`src/rtl/bct_ram.sv`:
```
// single port write, single port read memory with registered read data
module bct_ram #(
    parameter int ADDR_BITS = 8,
    parameter int DATA_BITS = 8
) (
    input  logic                 aclk,
    input  logic                 we,
    input  logic [ADDR_BITS-1:0] waddr,
    input  logic [DATA_BITS-1:0] wdata,
    input  logic                 re,
    input  logic [ADDR_BITS-1:0] raddr,
    output logic [DATA_BITS-1:0] rdata
);

    logic [DATA_BITS-1:0] mem_reg [1 << ADDR_BITS];
    logic [DATA_BITS-1:0] rdata_reg;

    // write port
    always_ff @(posedge aclk) begin
        if (we) begin
            mem_reg[waddr] <= wdata;
        end
    end

    // read port, old data on a same-address write
    always_ff @(posedge aclk) begin
        if (re) begin
            rdata_reg <= mem_reg[raddr];
        end
    end

    assign rdata = rdata_reg;

endmodule

```
`config.mk`:
```
export PLATFORM = sky130hd
export DESIGN_NAME = bct_ram
export DESIGN_NICKNAME = d
export VERILOG_FILES = /design/src/rtl/bct_ram.sv
export SDC_FILE = /design/constraint.sdc
export NUM_CORES = 2
export LEC_CHECK = 0
export BUFFER_PORTS_ARGS = -buffer_cell sky130_fd_sc_hd__buf_2
export CAP_MARGIN = 20
export CORE_ASPECT_RATIO = 0.8
export CORE_MARGIN = 3
export CORE_UTILIZATION = 57
export DETAILED_ROUTE_END_ITERATION = 8
export MAX_ROUTING_LAYER = met4
export PLACE_DENSITY_LB_ADDON = 0.08
export SYNTH_ARGS = -nofsm -noshare
export SYNTH_HDL_FRONTEND = slang
export SYNTH_SLANG_ARGS = --single-unit
```
`constraint.sdc`:
```
create_clock -name aclk -period 4.8 [get_ports aclk]
set_input_delay 0.96 -clock aclk [delete_from_list [all_inputs] [get_ports aclk]]
set_output_delay 0.96 -clock aclk [all_outputs]
set_load 0.01 [all_outputs]
```
==> metrics.yaml <==
outcome: "finished, final reports clean"
reg2reg_depth: 7
via_per_inst: 6.70
ys_top_cells_by_area: "edfxtp_1, mux4_2, mux2i_1"
hold_path.class: "input port to register"
maxSlewViolCount: 0
post-cts-setup-buffers: 0
grt_pass1_vias: 39497
cts_hold_buffers: 0
cp_max_fo: 82
cts_buffer_depth: 3
r2r_start: "mem_reg[210][5]"
syn-num-nets: 3760
ys_ff_latch: 2056
arrival_ns: 4.54
place_area_sq_um: 82500
min_from: "re"
die-area_sq_um: 144000
fin_util_pct: 63.9
clock-root-buffer: "clkbuf_16"
wire_per_inst_um: 34.1
num_vias: 39683
synth-edff-count: 2056
drtIter0Drc: 5456
layout.nets: 3929
max-cap-violations: 0
largest_reg_flops: 2048
grt_pass1_wl_um: 292000
r2r_slack_ns: 1.39
synth_top_cell_by_area: "edfxtp_1"
grt_start_max_net_pins: 135
ys_warn_count: 0
cp-start-kind: "input port"
ctsResizeCount: 0
worst_skew_pair.late_latency_ns: 0.83
yosys.cell_count.top_type: "edfxtp_1"
fin_crit_ns: 3.95
cp-end-kind: "register"
syn_area_sq_um: 79600
setup_viol: 0
firstDrtPassIters: 9
timing.rr.end: "rdata[5]"
grt.overflow.total: 0
clk_pin_slew_ns: 0.06
fmax_mhz: 253
start_util_pct: 57.5
whs_ns: 0.620
path_class: "input port to register"
rsz0062_at_grt: "false"
relSlewSlack_pct: 16.9
core_area_sq_um: 139000
syn_area_per_cell_sq_um: 21.3
seq_area_frac_synth_pct: 77.5
route.detailed.drc: 0
hold_viol: 0
die_h_um: 340
portBuffers: 34
max_slew.worst_pin.slew_ns: 1.25
wl_um: 202000
num_rows: 122
async_flop_share_pct: 0
holdPathEnd: "rdata[2]"
power_density_nw_per_um2: 412
holdPathStages: 1
io_pins: 35
synthCells: 3733
period_share_pct: 82.4
die_w_um: 424
ys_types: 54
p_leak_nw: 27.4
dp_hpwl_um: 125000
power_mw: 36.6
track_usage_pct: 29.4
critical_path_required_ns: 5.39
netlist_top_cells_count: "edfxtp_1, mux4_2, nor2_1, mux2i_1, a22oi_1"
htreeDepth: 4
syn_to_final_growth_pct: 11.3
drive_gt1_share_pct: 23.2
place_congestion: 0.881
synth-main-ff-cell: "edfxtp_1"
design_area_sq_um: 88600
fill_cells: 9266
cts.sinks: 2056
peakVddDrop_v: 0.000431
fin_skew_ns: 0.0248
cts_tree: "yes"
antenna_left: 0
synth_top_area_share_pct: 77.5
cts_buffers: 191
antenna_found_initial: 8
## power breakdown
group / internal (mW) / switching (mW)
Combinational: 0.644 / 1.21
Clock: 8.39 / 6.47
Sequential: 19.8 / 0.0221
## routing by layer
metal / vias up / routed length [um] / GRT usage, %
met4: 0 / 5410 / 7.87
met1: 21039 / 81200 / 42.8
met2: 2231 / 95600 / 43.6
li1: 16050 / - / -
met5: - / 0 / -
met3: 363 / 20000 / 5.64
## area by class of cell
class	instances	area, sq um	share of cell area, %
timing repair buffer	209	1960	2.21
clock inverter	108	1050	1.18
clock buffer	242	5030	5.68
inverter	2	7.51	0.00847
tap	1860	2330	2.63
antenna	5	12.5	0.0141
multi-input combinational	1442	16500	18.6
sequential	2056	61700	69.7
## through the flow
stage	std cells	worst slack [ns]	TNS, ns
2_1_floorplan	3733	1.76	0
3_3_place_gp	5562	-0.539	-0.931
3_5_place_dp	5566	0.148	0
4_1_cts	5916	1.05	0
5_1_grt	5921	0.957	0
6_report	5924	0.846	0
## layout by cell type, fill, tap and decap left out, types with 10 or more instances in the layout
master and n:
a211oi_1 16, a21oi_1 96, a221oi_1 13, a22oi_1 133, buf_12 30, buf_2 23
buf_4 143, bufinv_16 18, clkbuf_1 48, clkbuf_16 194, clkinv_1 45, clkinv_2 30
edfxtp_1 2056, mux2i_1 134, mux4_2 454, nand2_1 32, nand3_1 34, nand4_1 10
nor2_1 279, nor2b_1 28, nor3_1 22, nor4_1 22, o211ai_1 10, o21ai_0 10
o221ai_1 46, o22ai_1 28
## worst max-delay path: stages
cell and delay [ns]:
buf_8 0.53, buf_12 0.35, mux4_2 0.39, a221oi_1 0.67
o32ai_1 0.20, nor3_1 0.90, buf_4 0.27, nor4_1 0.06
## worst max-delay path by stage
stage	start	end	depth (start not counted)
floorplan	raddr[0]	rdata[2]	9
global placement	raddr[1]	rdata[4]	8
detailed placement	raddr[1]	rdata[5]	8
CTS	raddr[1]	rdata[5]	8
global route	raddr[0]	rdata[3]	8
finish	raddr[1]	rdata[5]	8
## cell families after synthesis
kind of cell | count (synthesis) | synth area share [%]
flip-flops | 2056 | 77.5
multiplexers | 591 | 14.6
AND/OR/NAND/NOR | 466 | 2.63
AO/OA/AOI/OAI | 385 | 3.42
buffers and inverters | 235 | 1.83
Note: power is estimated with default switching activity, not from simulation.
