**config.mk**
```make
export PLATFORM = sky130hd
export DESIGN_NAME = bct_cfg
export DESIGN_NICKNAME = d
export VERILOG_FILES = /design/src/rtl/bct_pkg.sv /design/src/rtl/bct_cfg.sv
export SDC_FILE = /design/constraint.sdc
export NUM_CORES = 1
export LEC_CHECK = 0
export BUFFER_PORTS_ARGS = -buffer_cell sky130_fd_sc_hd__buf_4
export CAP_MARGIN = 10
export CORE_UTILIZATION = 30
export CTS_BUF_LIST = sky130_fd_sc_hd__clkbuf_8
export DETAILED_ROUTE_END_ITERATION = 10
export GPL_ROUTABILITY_DRIVEN = 0
export PLACE_DENSITY = 0.53
export SYNTH_ARGS = -nofsm -noshare
export SYNTH_HDL_FRONTEND = slang
export SYNTH_SLANG_ARGS = --single-unit
```
**constraint.sdc**
```tcl
create_clock -name aclk -period 1.4 [get_ports aclk]
set_input_delay 0.28 -clock aclk [delete_from_list [all_inputs] [get_ports aclk]]
set_output_delay 0.28 -clock aclk [all_outputs]
set_load 0.005 [all_outputs]
```
**src/rtl/bct_pkg.sv**
```systemverilog
// shared types, codes and constants of the 8088 bus cycle target
package bct_pkg;

    // default address widths of the two stores
    localparam int MEM_ADDR_BITS_DEF = 20;
    localparam int IO_ADDR_BITS_DEF  = 16;

    // fixed field widths
    localparam int ADDR_W    = 20;
    localparam int BYTE_W    = 8;
    localparam int FUNC_W    = 4;
    localparam int WAIT_W    = 3;
    localparam int PORT_W    = 16;
    localparam int CNT_W     = 16;
    localparam int BANK_BITS = 3;
    localparam int NUM_BANKS = 1 << BANK_BITS;

    // stream and register bus widths
    localparam int S_TDATA_W = 32;
    localparam int M_TDATA_W = 16;
    localparam int APB_ADDR_W = 5;
    localparam int APB_DATA_W = 32;

    // bus cycle kinds
    typedef enum logic [FUNC_W-1:0] {
        FN_MEM_RD    = 4'd0,
        FN_MEM_WR    = 4'd1,
        FN_IO_RD     = 4'd2,
        FN_IO_WR     = 4'd3,
        FN_INTACK    = 4'd4,
        FN_HOST_MEM  = 4'd5,
        FN_HOST_IO   = 4'd6,
        FN_TIMER_IRQ = 4'd7,
        FN_KEY_IRQ   = 4'd8
    } func_t;

    // interrupt vectors
    localparam logic [BYTE_W-1:0] VEC_TIMER = 8'h08;
    localparam logic [BYTE_W-1:0] VEC_KEY   = 8'h09;

    // register indexes (byte address / 4)
    localparam logic [2:0] REG_ROM_BASE   = 3'd0;
    localparam logic [2:0] REG_ROM_TOP    = 3'd1;
    localparam logic [2:0] REG_CKPT_PORT  = 3'd2;
    localparam logic [2:0] REG_WAIT_PORT  = 3'd3;
    localparam logic [2:0] REG_STATS_CTRL = 3'd4;
    localparam logic [2:0] REG_STATS_BASE = 3'd5;

    // register reset values
    localparam logic [ADDR_W-1:0] ROM_BASE_RST   = 20'hF0000;
    localparam logic [ADDR_W-1:0] ROM_TOP_RST    = 20'hFFFFF;
    localparam logic [PORT_W-1:0] CKPT_PORT_RST  = 16'h0080;
    localparam logic [PORT_W-1:0] WAIT_PORT_RST  = 16'h00E1;
    localparam logic [PORT_W-1:0] STATS_CTRL_RST = 16'h00E2;
    localparam logic [PORT_W-1:0] STATS_BASE_RST = 16'h00E3;

    // configuration seen by the datapath
    typedef struct packed {
        logic [ADDR_W-1:0] rom_base;
        logic [ADDR_W-1:0] rom_top;
        logic [PORT_W-1:0] ckpt_port;
        logic [PORT_W-1:0] wait_port;
        logic [PORT_W-1:0] stats_ctrl_port;
        logic [PORT_W-1:0] stats_base_port;
    } cfg_t;

endpackage

```
**src/rtl/bct_cfg.sv**
```systemverilog
// register bank behind the apb port
module bct_cfg import bct_pkg::*; (
    input  logic                  aclk,
    input  logic                  aresetn,
    input  logic                  psel,
    input  logic                  penable,
    input  logic                  pwrite,
    input  logic [APB_ADDR_W-1:0] paddr,
    input  logic [APB_DATA_W-1:0] pwdata,
    output logic [APB_DATA_W-1:0] prdata,
    output logic                  pready,
    output cfg_t                  cfg
);

    cfg_t       cfg_reg;
    logic [2:0] reg_idx;
    logic       wr_en;

    assign reg_idx = paddr[4:2];
    assign wr_en   = psel & penable & pwrite;
    assign pready  = 1'b1;

    // register writes
    always_ff @(posedge aclk) begin
        if (!aresetn) begin
            cfg_reg.rom_base        <= ROM_BASE_RST;
            cfg_reg.rom_top         <= ROM_TOP_RST;
            cfg_reg.ckpt_port       <= CKPT_PORT_RST;
            cfg_reg.wait_port       <= WAIT_PORT_RST;
            cfg_reg.stats_ctrl_port <= STATS_CTRL_RST;
            cfg_reg.stats_base_port <= STATS_BASE_RST;
        end else if (wr_en) begin
            case (reg_idx)
                REG_ROM_BASE:   cfg_reg.rom_base        <= pwdata[ADDR_W-1:0];
                REG_ROM_TOP:    cfg_reg.rom_top         <= pwdata[ADDR_W-1:0];
                REG_CKPT_PORT:  cfg_reg.ckpt_port       <= pwdata[PORT_W-1:0];
                REG_WAIT_PORT:  cfg_reg.wait_port       <= pwdata[PORT_W-1:0];
                REG_STATS_CTRL: cfg_reg.stats_ctrl_port <= pwdata[PORT_W-1:0];
                REG_STATS_BASE: cfg_reg.stats_base_port <= pwdata[PORT_W-1:0];
                default: ;
            endcase
        end
    end

    // register reads
    always_comb begin
        case (reg_idx)
            REG_ROM_BASE:   prdata = APB_DATA_W'(cfg_reg.rom_base);
            REG_ROM_TOP:    prdata = APB_DATA_W'(cfg_reg.rom_top);
            REG_CKPT_PORT:  prdata = APB_DATA_W'(cfg_reg.ckpt_port);
            REG_WAIT_PORT:  prdata = APB_DATA_W'(cfg_reg.wait_port);
            REG_STATS_CTRL: prdata = APB_DATA_W'(cfg_reg.stats_ctrl_port);
            REG_STATS_BASE: prdata = APB_DATA_W'(cfg_reg.stats_base_port);
            default:        prdata = '0;
        endcase
    end

    assign cfg = cfg_reg;

endmodule

```
==> flow_summary.json, run 1 <==
{
  "n_antenna_cell": 0,
  "fillers": 1549,
  "critPathLaunchType": "flip-flop",
  "yosys_most_used_dff": "dfxtp_1",
  "hp-class": "in2reg",
  "async_flop_share": 0,
  "placed_area_sq_mm": 0.00649,
  "grt.total_usage": 0.209,
  "clock.fmax_mhz": 579,
  "r2r_start": "cfg[79]$_SDFFE_PN1P_",
  "cts_buffer_depth": 2,
  "synthTopCellsByCount": "dfxtp_1, mux2i_1, nand2_1",
  "drt-total-wl_um": 17500,
  "fin_crit_sh": 1.23,
  "rows": 46,
  "worst_setup_path_end_kind": "primary output",
  "syn_area_per_cell_sq_um": 9.07,
  "reg2reg_slack_ns": 0.65,
  "syn_area_sq_mm": 0.00487,
  "final_nets": 790,
  "first_iter_violations": 306,
  "yosysMostFrequentCell": "dfxtp_1",
  "die_x_um": 129,
  "rsz0062_at_grt": "yes",
  "ant_nets": 0,
  "ys_warn_count": 0,
  "peakVddDrop_mv": 0.409,
  "htreeDepth": 3,
  "synth_area_leaders": "dfxtp_1, mux2i_1, nand3_1, nand2_1, o21ai_0",
  "ys_ff_latch": 104,
  "die_area_sq_mm": 0.0167,
  "syn_inst": 537,
  "utilization": 0.458,
  "areaGrowthSynthToFinish_pct": 49.4,
  "insertion_delay_ns": 0.38,
  "report.final.hold_viol_count": 0,
  "hpwlAfterDp_um": 12200,
  "cts_tree": "done",
  "io_buffers": 151,
  "p_per_area_mw_per_mm2": 775,
  "setup_slack_ns": -0.328,
  "cts-buffers-inserted": 9,
  "initial_core_util": 0.307,
  "final_area_sq_mm": 0.00728,
  "final_layout_size_suffix_gt1_frac": 0.482,
  "synth-edff-count": 0,
  "core_area_sq_mm": 0.0159,
  "layout_min_cycle_time_ns": 1.73,
  "fin_skew_ns": 0,
  "path_class": "reg2out",
  "status": "complete, but fails checks",
  "io_pins": 179,
  "grt_pass1_wl_um": 26200,
  "dr.pass1.iters": 6,
  "via_per_inst": 4.95,
  "synth_cell_types": 32,
  "routedWlPerCell_um": 18.1,
  "cts_hold_buf": 0,
  "slew_viol_final": 0,
  "cp_data_required_time_ns": 1.12,
  "grt_max_degree": 69,
  "power_leakage_nw": 3.34,
  "die_h_um": 129,
  "synth.top_cell.area_share": 0.427,
  "layout.cells.non_filler": 969,
  "overflow": 0,
  "tns_ns": -3.65,
  "maxCapViolations": 0,
  "largest_reg_flops": 104,
  "vias": 4796,
  "path_clk_slew_ns": 0.11,
  "violations": "negative setup slack",
  "yosys.area.top_type": "dfxtp_1",
  "critical_path.startpoint": "cfg[48]$_SDFFE_PN0P_",
  "final-setup-viol-count": 16,
  "ys_seq_area_frac": 0.427,
  "cp.arrival_ns": 1.45,
  "endpoint": "prdata[0]",
  "antenna_found_initial": 0,
  "r2r-end": "cfg[79]$_SDFFE_PN1P_",
  "drcViolationCount": 0,
  "seq_area_sq_mm": 0.00215,
  "cts.sinks": 104,
  "worst-path-max-fanout": 2,
  "r2r_cells": 3,
  "grt_pass1_vias": 4655,
  "dp.cells": 910,
  "multiInputGateArea_sq_mm": 0.00259,
  "cts-root-buf": "clkbuf_8"
}
[metrics by stage]
step	hold slack [ns]	total power [W]	setup WS, ns
floorplan	0.422	0.00344	0.0463
global placement	0.461	0.00378	-0.390
detailed placement	0.465	0.00379	-0.408
CTS	0.116	0.00566	-0.338
global route	0.121	0.00588	-0.381
finish	0.135	0.00564	-0.328
[final cells by class]
class                   instances  area share
multi-input cells             384       0.355
flip-flops and latches        104       0.296
repair buffers                248       0.287
well taps                     216      0.0371
clock buffers                   9      0.0170
clock inverters                 7     0.00774
inverters                       1    0.000516
[placed cells by master, fill, tap and decap left out, types with 2 or more instances in the layout]
cell | Yosys | routed
clkinv_4 | 0 | 3
nand2b_1 | 2 | 2
nor2_1 | 7 | 4
a32oi_1 | 7 | 4
o21ai_2 | 0 | 2
nor2b_2 | 0 | 2
conb_1 | 2 | 13
a22oi_2 | 0 | 6
a32oi_2 | 0 | 3
a221o_1 | 2 | 2
mux2_4 | 0 | 5
o21ai_0 | 51 | 39
o22a_1 | 5 | 5
dfxtp_1 | 104 | 49
buf_6 | 4 | 3
buf_4 | 24 | 228
mux2_2 | 20 | 15
dfxtp_2 | 0 | 55
a221oi_2 | 0 | 2
mux2i_2 | 0 | 2
buf_12 | 0 | 13
nand3_1 | 76 | 76
inv_6 | 0 | 2
nand2_1 | 85 | 85
a22oi_1 | 9 | 3
nand4b_1 | 3 | 3
mux2i_1 | 87 | 85
clkbuf_8 | 0 | 9
nor2_2 | 2 | 5
a21oi_1 | 2 | 2
o21ai_1 | 1 | 11
[repair_timing]
item,4_1_cts,5_1_grt
cloned,2,0
setup endpoints to repair,20,20
setup buffers,40,1
pin swaps,10,7
resized for setup,81,26
[power breakdown]
group,total (W),switching [W],leakage [nW],internal (W)
Combinational,0.000817,0.000423,2.41,0.000394
Sequential,0.00301,0.0000226,0.847,0.00299
Clock,0.00181,0.00115,0.0902,0.000666
[per-layer routing]
layer	GRT usage	up-vias	wire, um
li1	-	2291	-
met1	0.278	2323	8030
met2	0.346	170	8220
met3	0.0446	12	1150
met4	0.0506	0	137
met5	0	-	0
[worst max-delay path: stages (launching register included)]
cell	delay, ns
dfxtp_2	0.34
mux2_4	0.27
a32oi_2	0.21
o21ai_2	0.10
buf_4	0.15
[worst min path at each step]
stage / startpoint / end / cells after the start
6_report: pwdata[10] / cfg[74]$_SDFFE_PN1P_ / 3
2_1_floorplan: pwdata[7] / cfg[91]$_SDFFE_PN0P_ / 2
5_1_grt: pwdata[13] / cfg[77]$_SDFFE_PN1P_ / 3
3_5_place_dp: cfg[84]$_SDFFE_PN0P_ / cfg[84]$_SDFFE_PN0P_ / 2
3_3_place_gp: cfg[57]$_SDFFE_PN0P_ / cfg[57]$_SDFFE_PN0P_ / 2
4_1_cts: pwdata[18] / cfg[102]$_SDFFE_PN1P_ / 3
[cells by family after synthesis]
| logic type | synth area share |
|---|---|
| compound gates | 0.0986 |
| mux | 0.225 |
| simple gates | 0.174 |
| buf+inv | 0.0735 |
| other cells | 0.00154 |
| flops | 0.427 |
No activity file was read; power rests on OpenSTA's default activity.
==> inputs of run 2 (changes only) <==
- clock period: 1.4 -> 1.8 ns (I/O delays scaled with it)
==> run 2 against run 1 <==
The flow still finishes with violations (negative setup slack). Core utilization is 3.1 points lower. Cell count decreased by 4.7%. Register-to-register slack gained 0.42 ns. First-iteration DRC count increased by 5.9%. Die area is the same. Critical endpoint is now prdata[7]. Critical path type unchanged. Power down 23%. Combinational power down 31%. Critical path depth fell by 1. Worst hold slack improved by 0.074 ns. Via count is 2.8% lower.
==> flow_summary.json, run 2 (same netlist as run 1, synthesis figures left out) <==
{
  "status": "complete, but fails checks",
  "violations": "negative setup slack",
  "cts.sinks": 104,
  "reg2reg_slack_ns": 1.07,
  "rows": 46,
  "layout_common_cells": "buf_4, mux2i_1, nand2_1",
  "io_pins": 179,
  "die_x_um": 129,
  "fin_skew_ns": 0,
  "rsz0062_at_grt": "yes",
  "n_antenna_cell": 0,
  "path_clk_slew_ns": 0.09,
  "grt_pass1_wl_um": 25400,
  "final_layout_size_suffix_gt1_frac": 0.392,
  "cts_tree": "done",
  "vias": 4662,
  "cts_buffer_depth": 2,
  "initial_core_util": 0.307,
  "drt-total-wl_um": 16900,
  "setup_slack_ns": -0.00462,
  "die_area_sq_mm": 0.0167,
  "via_per_inst": 5.05,
  "cp.arrival_ns": 1.44,
  "clock.fmax_mhz": 554,
  "cts-root-buf": "clkbuf_8",
  "tns_ns": -0.00462,
  "fillers": 1568,
  "drcViolationCount": 0,
  "cts_hold_buf": 0,
  "layout_commonest_cell": "buf_4",
  "grt_max_degree": 61,
  "cp_data_required_time_ns": 1.44,
  "r2r_start": "cfg[32]$_SDFFE_PN1P_",
  "path_class": "reg2out",
  "grt_pass1_vias": 4530,
  "worst_setup_path_end_kind": "primary output",
  "overflow": 0,
  "peakVddDrop_mv": 0.314,
  "critical_path.startpoint": "cfg[39]$_SDFFE_PN1P_",
  "final-setup-viol-count": 1,
  "critPathLaunchType": "flip-flop",
  "htreeDepth": 3,
  "antenna_found_initial": 0,
  "report.final.hold_viol_count": 0,
  "insertion_delay_ns": 0.38,
  "grt.total_usage": 0.202,
  "r2r-end": "cfg[32]$_SDFFE_PN1P_",
  "endpoint": "prdata[7]",
  "core_area_sq_mm": 0.0159,
  "areaGrowthSynthToFinish_pct": 39.2,
  "cts-buffers-inserted": 9,
  "die_h_um": 129,
  "hpwlAfterDp_um": 12100,
  "layout_min_cycle_time_ns": 1.80,
  "power_leakage_nw": 3.09,
  "dr.pass1.iters": 5,
  "io_buffers": 151,
  "r2r_cells": 3,
  "worst-path-max-fanout": 3,
  "final_nets": 744,
  "slew_viol_final": 0,
  "maxCapViolations": 0,
  "first_iter_violations": 324,
  "hp-class": "in2reg",
  "largest_reg_flops": 104,
  "fin_crit_sh": 1.00,
  "pre_cts_ws_ns": -0.220,
  "ant_nets": 0,
  "p_per_area_mw_per_mm2": 640,
  "routedWlPerCell_um": 18.4
}
[run 2: cell types whose count changed in the layout (fill, tap and decap cells not counted), sizes merged]
cell	change
bufinv	+1
inv	+1
bufbuf	-1
clkinvlp	-1
buf	-45
clkinv	-1
[run 2: final cells by class]
| class | count | area, sq um | area share |
|---|---|---|---|
| Multi-Input combinational cell | 384 | 2570 | 0.380 |
| Clock inverter | 7 | 56.3 | 0.00830 |
| Tap cell | 216 | 270 | 0.0399 |
| Sequential cell | 104 | 2110 | 0.311 |
| Clock buffer | 9 | 124 | 0.0183 |
| Timing Repair Buffer | 202 | 1640 | 0.242 |
| Inverter | 1 | 3.75 | 0.000554 |
[run 2: how the worst min path moves through the flow]
stage,startpoint,end,slack (ns),cells past startpoint
6_report,pwdata[17],cfg[101]$_SDFFE_PN1P_,0.21,3
5_1_grt,pwdata[19],cfg[103]$_SDFFE_PN1P_,0.21,3
4_1_cts,pwdata[17],cfg[101]$_SDFFE_PN1P_,0.19,3
3_5_place_dp,cfg[97]$_SDFFE_PN0P_,cfg[97]$_SDFFE_PN0P_,0.47,2
3_3_place_gp,cfg[57]$_SDFFE_PN0P_,cfg[57]$_SDFFE_PN0P_,0.46,2
2_1_floorplan,cfg[50]$_SDFFE_PN0P_,cfg[50]$_SDFFE_PN0P_,0.46,2
[run 2: metal layers]
| metal | global-route usage | routed length, um | vias to the layer above | share of wire |
|---|---|---|---|---|
| met5 | 0 | 0 | - | 0 |
| met4 | 0.0821 | 353 | 0 | 0.021 |
| met3 | 0.0339 | 1050 | 27 | 0.062 |
| met2 | 0.336 | 7950 | 182 | 0.47 |
| met1 | 0.260 | 7590 | 2251 | 0.45 |
| li1 | - | - | 2202 | - |
[run 2: worst max-delay path: stages, from the launching register on]
cell     delay (ns)
dfxtp_2        0.34
mux2_2         0.26
a221o_1        0.33
buf_6          0.13
[run 2: through the flow]
step	util	hold slack (ns)	total power [W]	std cells	area, sq um
2_1_floorplan	-	0.461	0.00267	548	4910
3_3_place_gp	0.400	0.457	0.00292	896	6350
3_5_place_dp	0.400	0.471	0.00292	896	6350
4_1_cts	0.417	0.192	0.00437	916	6630
5_1_grt	0.427	0.206	0.00452	923	6780
6_report	0.427	0.209	0.00434	923	6780
[run 2: power by group]
part           switching (W)  internal [W]
logic               0.000311      0.000254
clock network       0.000814      0.000623
registers          0.0000196       0.00232
[run 2: what timing repair did]
item                       4_1_cts  5_1_grt
gates resized for setup         26       35
pin swaps                        0        4
cloned                           0        0
buffers inserted                 4        7
setup endpoints to repair       18       19
